$ cat src/hdl/rpn_pkg.sv
// Shared constants, codes and controller/datapath types of the RPN evaluator.
`timescale 1ns / 1ps
package rpn_pkg;

  localparam int STACK_DEPTH = 128;
  localparam int CNT_W       = $clog2(STACK_DEPTH + 1);
  localparam int ADDR_W      = (STACK_DEPTH > 1) ? $clog2(STACK_DEPTH) : 1;
  localparam int DATA_W      = 8;
  localparam int DIV_STEPS   = DATA_W;
  localparam int DIV_CNT_W   = $clog2(DIV_STEPS + 1);

  localparam logic [7:0] CH_ZERO = 8'h30;
  localparam logic [7:0] CH_NINE = 8'h39;
  localparam logic [7:0] CH_EQ   = 8'h3D;
  localparam logic [7:0] CH_ADD  = 8'h2B;
  localparam logic [7:0] CH_SUB  = 8'h2D;
  localparam logic [7:0] CH_MUL  = 8'h2A;
  localparam logic [7:0] CH_DIV  = 8'h2F;

  typedef enum logic [1:0] {
    ST_OK        = 2'd0,
    ST_OVERFLOW  = 2'd1,
    ST_UNDERFLOW = 2'd2,
    ST_DIVZERO   = 2'd3
  } status_t;

  typedef struct packed {
    logic    load_ch;
    logic    push;
    logic    rd_top;
    logic    rd_second;
    logic    latch_b;
    logic    write_res;
    logic    div_start;
    logic    set_err;
    status_t err_code;
    logic    set_eq;
    logic    clear;
    logic    emit;
  } cmd_t;

  typedef struct packed {
    logic is_digit;
    logic is_eq;
    logic is_op;
    logic is_div;
    logic cnt_zero;
    logic cnt_lt2;
    logic cnt_full;
    logic b_zero;
    logic div_done;
    logic out_free;
  } stat_t;

endpackage

$ cat src/hdl/rpn_char_if.sv
// Input channel carrying one ASCII character per item.
`timescale 1ns / 1ps
interface rpn_char_if;
  logic       valid;
  logic       ready;
  logic [7:0] ch;

  modport source (output valid, output ch, input ready);
  modport sink (input valid, input ch, output ready);
endinterface

$ cat src/hdl/rpn_res_if.sv
// Result channel carrying an expression value and a status code per item.
`timescale 1ns / 1ps
interface rpn_res_if;
  logic              valid;
  logic              ready;
  logic signed [7:0] value;
  rpn_pkg::status_t  status;

  modport source (output valid, output value, output status, input ready);
  modport sink (input valid, input value, input status, output ready);
endinterface

$ cat src/hdl/rpn_div.sv
// Bit-serial signed divider truncating toward zero, one quotient bit per cycle.
`timescale 1ns / 1ps
module rpn_div (
  input  logic                         clk,
  input  logic                         rst,
  input  logic                         start,
  input  logic [rpn_pkg::DATA_W-1:0]   dividend,
  input  logic [rpn_pkg::DATA_W-1:0]   divisor,
  output logic                         done,
  output logic [rpn_pkg::DATA_W-1:0]   quotient
);
  import rpn_pkg::*;

  logic [DATA_W:0]    rem;
  logic [DATA_W-1:0]  quo;
  logic [DATA_W-1:0]  dsr;
  logic               neg;
  logic [DIV_CNT_W-1:0] steps;
  logic               busy;

  logic [DATA_W:0]    rem_sh;
  logic [DATA_W+1:0]  trial;
  logic [DATA_W-1:0]  a_mag;
  logic [DATA_W-1:0]  b_mag;

  always_comb begin
    a_mag  = dividend[DATA_W-1] ? (~dividend + 1'b1) : dividend;
    b_mag  = divisor[DATA_W-1] ? (~divisor + 1'b1) : divisor;
    rem_sh = {rem[DATA_W-1:0], quo[DATA_W-1]};
    trial  = {1'b0, rem_sh} - {2'b00, dsr};
  end

  always_ff @(posedge clk) begin
    if (rst) begin
      busy  <= 1'b0;
      done  <= 1'b0;
      steps <= '0;
    end else begin
      done <= 1'b0;
      if (start) begin
        busy  <= 1'b1;
        steps <= DIV_CNT_W'(DIV_STEPS);
      end else if (busy) begin
        steps <= steps - 1'b1;
        if (steps == DIV_CNT_W'(1)) begin
          busy <= 1'b0;
          done <= 1'b1;
        end
      end
    end
  end

  always_ff @(posedge clk) begin
    if (start) begin
      rem <= '0;
      quo <= a_mag;
      dsr <= b_mag;
      neg <= dividend[DATA_W-1] ^ divisor[DATA_W-1];
    end else if (busy) begin
      if (!trial[DATA_W+1]) begin
        rem <= trial[DATA_W:0];
        quo <= {quo[DATA_W-2:0], 1'b1};
      end else begin
        rem <= rem_sh;
        quo <= {quo[DATA_W-2:0], 1'b0};
      end
    end
  end

  assign quotient = neg ? (~quo + 1'b1) : quo;

endmodule

$ cat src/hdl/rpn_dp.sv
// Datapath: stack memory, depth counter, operand registers, ALU and output register.
`timescale 1ns / 1ps
module rpn_dp (
  input  logic            clk,
  input  logic            rst,
  input  logic [7:0]      ch,
  input  rpn_pkg::cmd_t   cmd,
  output rpn_pkg::stat_t  stat,
  rpn_res_if.source       results
);
  import rpn_pkg::*;

  logic [DATA_W-1:0] mem [STACK_DEPTH];
  logic [7:0]        ch_reg;
  logic [CNT_W-1:0]  cnt;
  logic [DATA_W-1:0] rdata;
  logic [DATA_W-1:0] b_reg;
  logic [DATA_W-1:0] res_value;
  status_t           res_status;
  logic              out_valid;
  logic [DATA_W-1:0] out_value;
  status_t           out_status;

  logic [ADDR_W-1:0]   raddr;
  logic [ADDR_W-1:0]   top_addr;
  logic [ADDR_W-1:0]   second_addr;
  logic [ADDR_W-1:0]   push_addr;
  logic [DATA_W-1:0]   alu_res;
  logic [DATA_W-1:0]   wdata;
  logic [2*DATA_W-1:0] prod;
  logic [DATA_W-1:0]   div_q;
  logic                div_done;

  rpn_div u_div (
    .clk      (clk),
    .rst      (rst),
    .start    (cmd.div_start),
    .dividend (rdata),
    .divisor  (b_reg),
    .done     (div_done),
    .quotient (div_q)
  );

  always_comb begin
    top_addr    = ADDR_W'(cnt - CNT_W'(1));
    second_addr = ADDR_W'(cnt - CNT_W'(2));
    push_addr   = ADDR_W'(cnt);
    raddr       = cmd.rd_top ? top_addr : second_addr;
    prod        = rdata * b_reg;
    case (ch_reg)
      CH_ADD:  alu_res = rdata + b_reg;
      CH_SUB:  alu_res = rdata - b_reg;
      CH_MUL:  alu_res = prod[DATA_W-1:0];
      default: alu_res = div_q;
    endcase
    wdata = cmd.push ? (ch_reg - CH_ZERO) : alu_res;
  end

  always_comb begin
    stat.is_digit = (ch_reg >= CH_ZERO) && (ch_reg <= CH_NINE);
    stat.is_eq    = (ch_reg == CH_EQ);
    stat.is_op    = (ch_reg == CH_ADD) || (ch_reg == CH_SUB) ||
                    (ch_reg == CH_MUL) || (ch_reg == CH_DIV);
    stat.is_div   = (ch_reg == CH_DIV);
    stat.cnt_zero = (cnt == '0);
    stat.cnt_lt2  = (cnt < CNT_W'(2));
    stat.cnt_full = (cnt >= CNT_W'(STACK_DEPTH));
    stat.b_zero   = (b_reg == '0);
    stat.div_done = div_done;
    stat.out_free = !out_valid || results.ready;
  end

  always_ff @(posedge clk) begin
    if (cmd.push) begin
      mem[push_addr] <= wdata;
    end else if (cmd.write_res) begin
      mem[second_addr] <= wdata;
    end
    if (cmd.rd_top || cmd.rd_second) begin
      rdata <= mem[raddr];
    end
    if (cmd.load_ch) begin
      ch_reg <= ch;
    end
    if (cmd.latch_b) begin
      b_reg <= rdata;
    end
    if (cmd.set_err) begin
      res_value  <= '0;
      res_status <= cmd.err_code;
    end else if (cmd.set_eq) begin
      res_value  <= rdata;
      res_status <= ST_OK;
    end
    if (cmd.emit) begin
      out_value  <= res_value;
      out_status <= res_status;
    end
  end

  always_ff @(posedge clk) begin
    if (rst) begin
      cnt       <= '0;
      out_valid <= 1'b0;
    end else begin
      if (cmd.clear) begin
        cnt <= '0;
      end else if (cmd.push) begin
        cnt <= cnt + 1'b1;
      end else if (cmd.write_res) begin
        cnt <= cnt - 1'b1;
      end
      if (cmd.emit) begin
        out_valid <= 1'b1;
      end else if (results.ready) begin
        out_valid <= 1'b0;
      end
    end
  end

  assign results.valid  = out_valid;
  assign results.value  = out_value;
  assign results.status = out_status;

endmodule

$ cat src/hdl/rpn_ctrl.sv
// Controller state machine sequencing each character through the datapath.
`timescale 1ns / 1ps
module rpn_ctrl (
  input  logic            clk,
  input  logic            rst,
  input  logic            in_valid,
  output logic            in_ready,
  input  rpn_pkg::stat_t  stat,
  output rpn_pkg::cmd_t   cmd
);
  import rpn_pkg::*;

  typedef enum logic [6:0] {
    S_IDLE   = 7'b0000001,
    S_DECODE = 7'b0000010,
    S_RD_B   = 7'b0000100,
    S_EXEC   = 7'b0001000,
    S_DIV    = 7'b0010000,
    S_EQ     = 7'b0100000,
    S_EMIT   = 7'b1000000
  } state_t;

  state_t state;
  state_t state_next;

  always_comb begin
    cmd        = '0;
    in_ready   = 1'b0;
    state_next = state;
    case (state)
      S_IDLE: begin
        in_ready = 1'b1;
        if (in_valid) begin
          cmd.load_ch = 1'b1;
          state_next  = S_DECODE;
        end
      end
      S_DECODE: begin
        if (stat.is_digit) begin
          if (stat.cnt_full) begin
            cmd.set_err  = 1'b1;
            cmd.err_code = ST_OVERFLOW;
            cmd.clear    = 1'b1;
            state_next   = S_EMIT;
          end else begin
            cmd.push   = 1'b1;
            state_next = S_IDLE;
          end
        end else if (stat.is_eq) begin
          if (stat.cnt_zero) begin
            cmd.set_err  = 1'b1;
            cmd.err_code = ST_UNDERFLOW;
            cmd.clear    = 1'b1;
            state_next   = S_EMIT;
          end else begin
            cmd.rd_top = 1'b1;
            state_next = S_EQ;
          end
        end else if (stat.is_op) begin
          if (stat.cnt_lt2) begin
            cmd.set_err  = 1'b1;
            cmd.err_code = ST_UNDERFLOW;
            cmd.clear    = 1'b1;
            state_next   = S_EMIT;
          end else begin
            cmd.rd_top = 1'b1;
            state_next = S_RD_B;
          end
        end else begin
          state_next = S_IDLE;
        end
      end
      S_RD_B: begin
        cmd.latch_b   = 1'b1;
        cmd.rd_second = 1'b1;
        state_next    = S_EXEC;
      end
      S_EXEC: begin
        if (stat.is_div) begin
          if (stat.b_zero) begin
            cmd.set_err  = 1'b1;
            cmd.err_code = ST_DIVZERO;
            cmd.clear    = 1'b1;
            state_next   = S_EMIT;
          end else begin
            cmd.div_start = 1'b1;
            state_next    = S_DIV;
          end
        end else begin
          cmd.write_res = 1'b1;
          state_next    = S_IDLE;
        end
      end
      S_DIV: begin
        if (stat.div_done) begin
          cmd.write_res = 1'b1;
          state_next    = S_IDLE;
        end
      end
      S_EQ: begin
        cmd.set_eq = 1'b1;
        cmd.clear  = 1'b1;
        state_next = S_EMIT;
      end
      S_EMIT: begin
        if (stat.out_free) begin
          cmd.emit   = 1'b1;
          state_next = S_IDLE;
        end
      end
      default: begin
        state_next = S_IDLE;
      end
    endcase
  end

  always_ff @(posedge clk) begin
    if (rst) begin
      state <= S_IDLE;
    end else begin
      state <= state_next;
    end
  end

endmodule

$ cat src/hdl/rpn_stack_evaluator_core.sv
// Top level of the reverse Polish expression evaluator.
//
// The chars channel takes one ASCII character per item. Digits push their
// value on a stack of signed 8-bit entries, + - * / combine the top two
// entries, and = sends the top entry on the results channel with status
// ok and empties the stack. Overflow, underflow and division by zero send
// a zero value with an error status and empty the stack. Other characters
// are dropped without a result.
// Digits and ignored characters end in S_DECODE; + - * go on through
// S_RD_B and S_EXEC, = through S_EQ to the output register, and / also
// waits in S_DIV for the bit-serial divider, one quotient bit per cycle.
// The stack memory has one read port, so an operator reads its top entry
// in S_DECODE, the second in S_RD_B. One item is processed at a time.
// Reset empties the stack and drops any result held in the output
// register; no clearing pass is needed. While the receiver stalls, a held
// result waits in the output register and the block keeps accepting
// characters until it has a second result to deliver.
`timescale 1ns / 1ps
module rpn_stack_evaluator_core (
  input  logic      clk,
  input  logic      rst,
  rpn_char_if.sink  chars,
  rpn_res_if.source results
);
  import rpn_pkg::*;

  cmd_t  cmd;
  stat_t stat;

  rpn_ctrl u_ctrl (
    .clk      (clk),
    .rst      (rst),
    .in_valid (chars.valid),
    .in_ready (chars.ready),
    .stat     (stat),
    .cmd      (cmd)
  );

  rpn_dp u_dp (
    .clk     (clk),
    .rst     (rst),
    .ch      (chars.ch),
    .cmd     (cmd),
    .stat    (stat),
    .results (results)
  );

endmodule

$ cat src/flat_wrapper.sv
// flat-port wrapper written by rule: the top's interface ports become plain ports
module rpn_stack_evaluator_core_flat import rpn_pkg::*;
  (clk, rst, chars_valid, chars_ch, chars_ready, results_valid, results_value, results_status, results_ready);
  rpn_char_if chars_i ();
  rpn_res_if results_i ();
  input  logic clk;
  input  logic rst;
  input wire logic [$bits(chars_i.valid)-1:0] chars_valid;
  input wire logic [$bits(chars_i.ch)-1:0] chars_ch;
  output wire logic [$bits(chars_i.ready)-1:0] chars_ready;
  output wire logic [$bits(results_i.valid)-1:0] results_valid;
  output wire logic [$bits(results_i.value)-1:0] results_value;
  output wire logic [$bits(results_i.status)-1:0] results_status;
  input wire logic [$bits(results_i.ready)-1:0] results_ready;
  assign chars_i.valid = chars_valid;
  assign chars_i.ch = chars_ch;
  assign chars_ready = chars_i.ready;
  assign results_valid = results_i.valid;
  assign results_value = results_i.value;
  assign results_status = results_i.status;
  assign results_i.ready = results_ready;
  rpn_stack_evaluator_core u_core (.clk(clk), .rst(rst), .chars(chars_i), .results(results_i));
endmodule
$ cat config.mk
export PLATFORM = sky130hd
export DESIGN_NAME = rpn_stack_evaluator_core_flat
export DESIGN_NICKNAME = d
export VERILOG_FILES = /design/src/hdl/rpn_pkg.sv /design/src/hdl/rpn_char_if.sv /design/src/hdl/rpn_res_if.sv /design/src/hdl/rpn_div.sv /design/src/hdl/rpn_dp.sv /design/src/hdl/rpn_ctrl.sv /design/src/hdl/rpn_stack_evaluator_core.sv /design/src/flat_wrapper.sv
export SDC_FILE = /design/constraint.sdc
export NUM_CORES = 2
export LEC_CHECK = 0
export ABC_AREA = 1
export BUFFER_PORTS_ARGS = -buffer_cell sky130_fd_sc_hd__buf_2
export CAP_MARGIN = 20
export CORE_MARGIN = 2
export CORE_UTILIZATION = 55
export DETAILED_ROUTE_END_ITERATION = 8
export GPL_ROUTABILITY_DRIVEN = 0
export PLACE_DENSITY = 0.77
export SYNTH_ARGS = -nofsm -noshare
export SYNTH_HDL_FRONTEND = slang
export SYNTH_SLANG_ARGS = --single-unit
export TNS_END_PERCENT = 5
$ cat constraint.sdc
create_clock -name clk -period 21.5 [get_ports clk]
set_input_delay 6.45 -clock clk [delete_from_list [all_inputs] [get_ports clk]]
set_output_delay 6.45 -clock clk [all_outputs]
set_load 0.02 [all_outputs]
==> flow_metrics.env <==
export IMPL_switchingPower_mw=0.860
export IMPL_syn_area_um2=51700
export IMPL_wl_per_cell_um=19.5
export IMPL_clockPowerShare=0.451
export IMPL_route_met3_wl_um=13800
export IMPL_synthCells=5286
export IMPL_via_per_inst=5.53
export IMPL_antenna_found_initial=4
export IMPL_grt_setup_unrepaired="false"
export IMPL_grt_overflow=0
export IMPL_fin_util=0.605
export IMPL_vias=36300
export IMPL_fin_crit_ps=8450
export IMPL_portBuffers=23
export IMPL_numCtsBuffers=109
export IMPL_antenna_cells=0
export IMPL_path_clk_slew_ps=60
export IMPL_fin_skew_ps=15.7
export IMPL_die_x_um=311
export IMPL_finalHoldViolCount=0
export IMPL_path_max_fanout=4
export IMPL_p_leak_nw=24.0
export IMPL_final_common_cell="nand2_1"
export IMPL_initial_core_util=0.555
export IMPL_top_signal_layer_used="met5"
export IMPL_cts_tree="built"
export IMPL_cts_setup_buffers=0
export IMPL_critPathCaptureType="primary output"
export IMPL_wl_met1_um=47900
export IMPL_cellPowerDensity_nw_per_um2=78.1
export IMPL_dieArea_um2=96500
export IMPL_final_nets=5280
export IMPL_clkSinkCount=1115
export IMPL_finalCritPeriodShare=0.393
export IMPL_swShare=0.195
export IMPL_top_register="u_core.u_dp.mem"
export IMPL_met2_length_um=60000
export IMPL_worst_pin_slew_ps=1120
export IMPL_ctsHtreeMaxLevel=3
export IMPL_drt_iter0_drc=4583
export IMPL_rows=112
export IMPL_dr_pass1_iters=8
export IMPL_seqPwrFrac=0.537
export IMPL_yosys_warnings=0
export IMPL_drive_gt1_frac=0.0528
export IMPL_antenna_left=0
export IMPL_ys_ff_latch=1115
export IMPL_cap_violations=0
export IMPL_min_path_cells=0
export IMPL_grt_pass1_wl_um=195000
export IMPL_coreArea_um2=93200
export IMPL_status="finished clean"
export IMPL_path_class="flip-flop to primary output"
export IMPL_reg2regPathDepth=21
export IMPL_worstPathRequired_ps=15050
export IMPL_synthTopCellsByArea="edfxtp_1 63%, nand3_1 10%, nand2_1 8.9%, inv_1 8.1%, buf_2 1.8%"
export IMPL_slew_violations=0
export IMPL_syn_num_nets=5356
export IMPL_start_kind="flip-flop"
export IMPL_yosysUniqueCellTypes=48
export IMPL_clk_latency_ps=700
export IMPL_cts_resized=0
export IMPL_relSlewSlack=0.256
export IMPL_fill_cells=7138
export IMPL_ctsHoldBuffers=0
export IMPL_grt_pass1_vias=34600
export IMPL_wirelength_um=128000
export IMPL_fin_tns_setup_ps=0
export IMPL_hpwlAfterDp_um=71900
export IMPL_clock_path_buffers=3
export IMPL_ir_drop_mv=0.0737
export IMPL_area_delta_synth_final_pct=9.07
export IMPL_drt_drc_violations_left=0
export IMPL_max_freq_ghz=0.118
export IMPL_synth_area_per_cell_um2=9.78
export IMPL_largest_reg_flops=1024
export IMPL_worstPathArrival_ps=2000
export IMPL_yosysTopAreaCellShare=0.626
export IMPL_dieHeight_um=311
export IMPL_internal_power_mw=3.54
export IMPL_yosysSeqAreaShare=0.640
export IMPL_track_usage=0.261
export IMPL_io_pins=24
export IMPL_synth_top_area_cell="edfxtp_1"
export IMPL_setup_viol=0
export IMPL_hp_class="flip-flop to flip-flop"
export IMPL_cts_root_buf="clkbuf_16"
export IMPL_combPwrFrac=0.012
export IMPL_grt_max_degree=196
export IMPL_final_cell_mix="1226 x nand2_1, 1105 x inv_1, 1077 x edfxtp_1"
## power groups by stage
stage | clock (mW) | sequential (mW) | combinational [mW]
finish | 1.99 | 2.36 | 0.0542
global route | 2.08 | 2.36 | 0.0593
CTS | 1.99 | 2.36 | 0.0537
detailed placement | 0 | 2.41 | 0.0533
global placement | 0 | 2.41 | 0.0520
floorplan | 0 | 2.41 | 0.0339
## metal layers
metal	track usage	vias up
met3	0.0550	380
met5	0	-
met4	0.122	4
li1	-	16900
met2	0.420	1883
met1	0.342	17100
## worst paths after layout
kind                              endpoint                      start  slack (ps)
max                            chars_ready     u_core.u_ctrl.state[2]       13050
min reg2reg  u_core.u_dp.results.status[1]  u_core.u_dp.res_status[1]         410
min          u_core.u_dp.results.status[1]  u_core.u_dp.res_status[1]         410
max reg2reg           u_core.u_dp.rdata[0]         u_core.u_dp.cnt[0]       14570
## cell families (layout without fill, tap and decap cells)
logic type,count (synthesis),after routing,share of synthesized area
buf+inv,1378,1395,0.106
fa+ha+maj,58,58,0.0161
simple gates,2554,2554,0.214
xor+xnor,51,51,0.00864
mux,8,8,0.00155
compound gates,122,122,0.0137
flops,1115,1115,0.640
## metrics by stage
step                      area (um^2)  hold slack, ps  power [mW]  cells  worst slack, ps
after floorplan                 51700             400        2.44   5286            13170
after global routing            56400             440        4.50   6557            12900
final                           56400             414        4.40   6557            13050
after detailed placement        52600             406        2.46   6352            13730
after global placement          52600             413        2.46   6350            13730
after CTS                       56400             415        4.41   6556            13020
## cells in the mapped netlist (all sizes together)
library cell	instances
nand2	1235
inv	1117
edfxtp	1077
nand3	1064
nor2	216
buf	214
o21ai	54
clkbuf	46
ha	44
dfxtp	38
a21oi	36
xor2	33
nor3	19
xnor2	18
fa	14
mux2i	8
nor4	6
o211ai	6
a211oi	5
o22ai	5
nand4	4
o21a	4
or2	4
nor3b	3
o221ai	3
a221oi	2
nand3b	2
o41ai	2
a2111oi	1
a22oi	1
a31oi	1
clkinv	1
o31ai	1
o32ai	1
or3	1
## critical path: stages (launching register included)
cell and delay [ps]:
dfxtp_1 320, nor2_1 150, inv_1 70, nor4_1 500, buf_2 270
## final cells by class
class                   count  area, um^2  area share
clock buffers             125        2870      0.0510
clock inverters            79         842      0.0149
inverters                1118        4210      0.0746
multi-input cells        2793       13200       0.235
flip-flops and latches   1115       33100       0.587
well taps                1254        1570      0.0278
repair buffers             73         546     0.00968
Power figures use the tool's default switching activity.
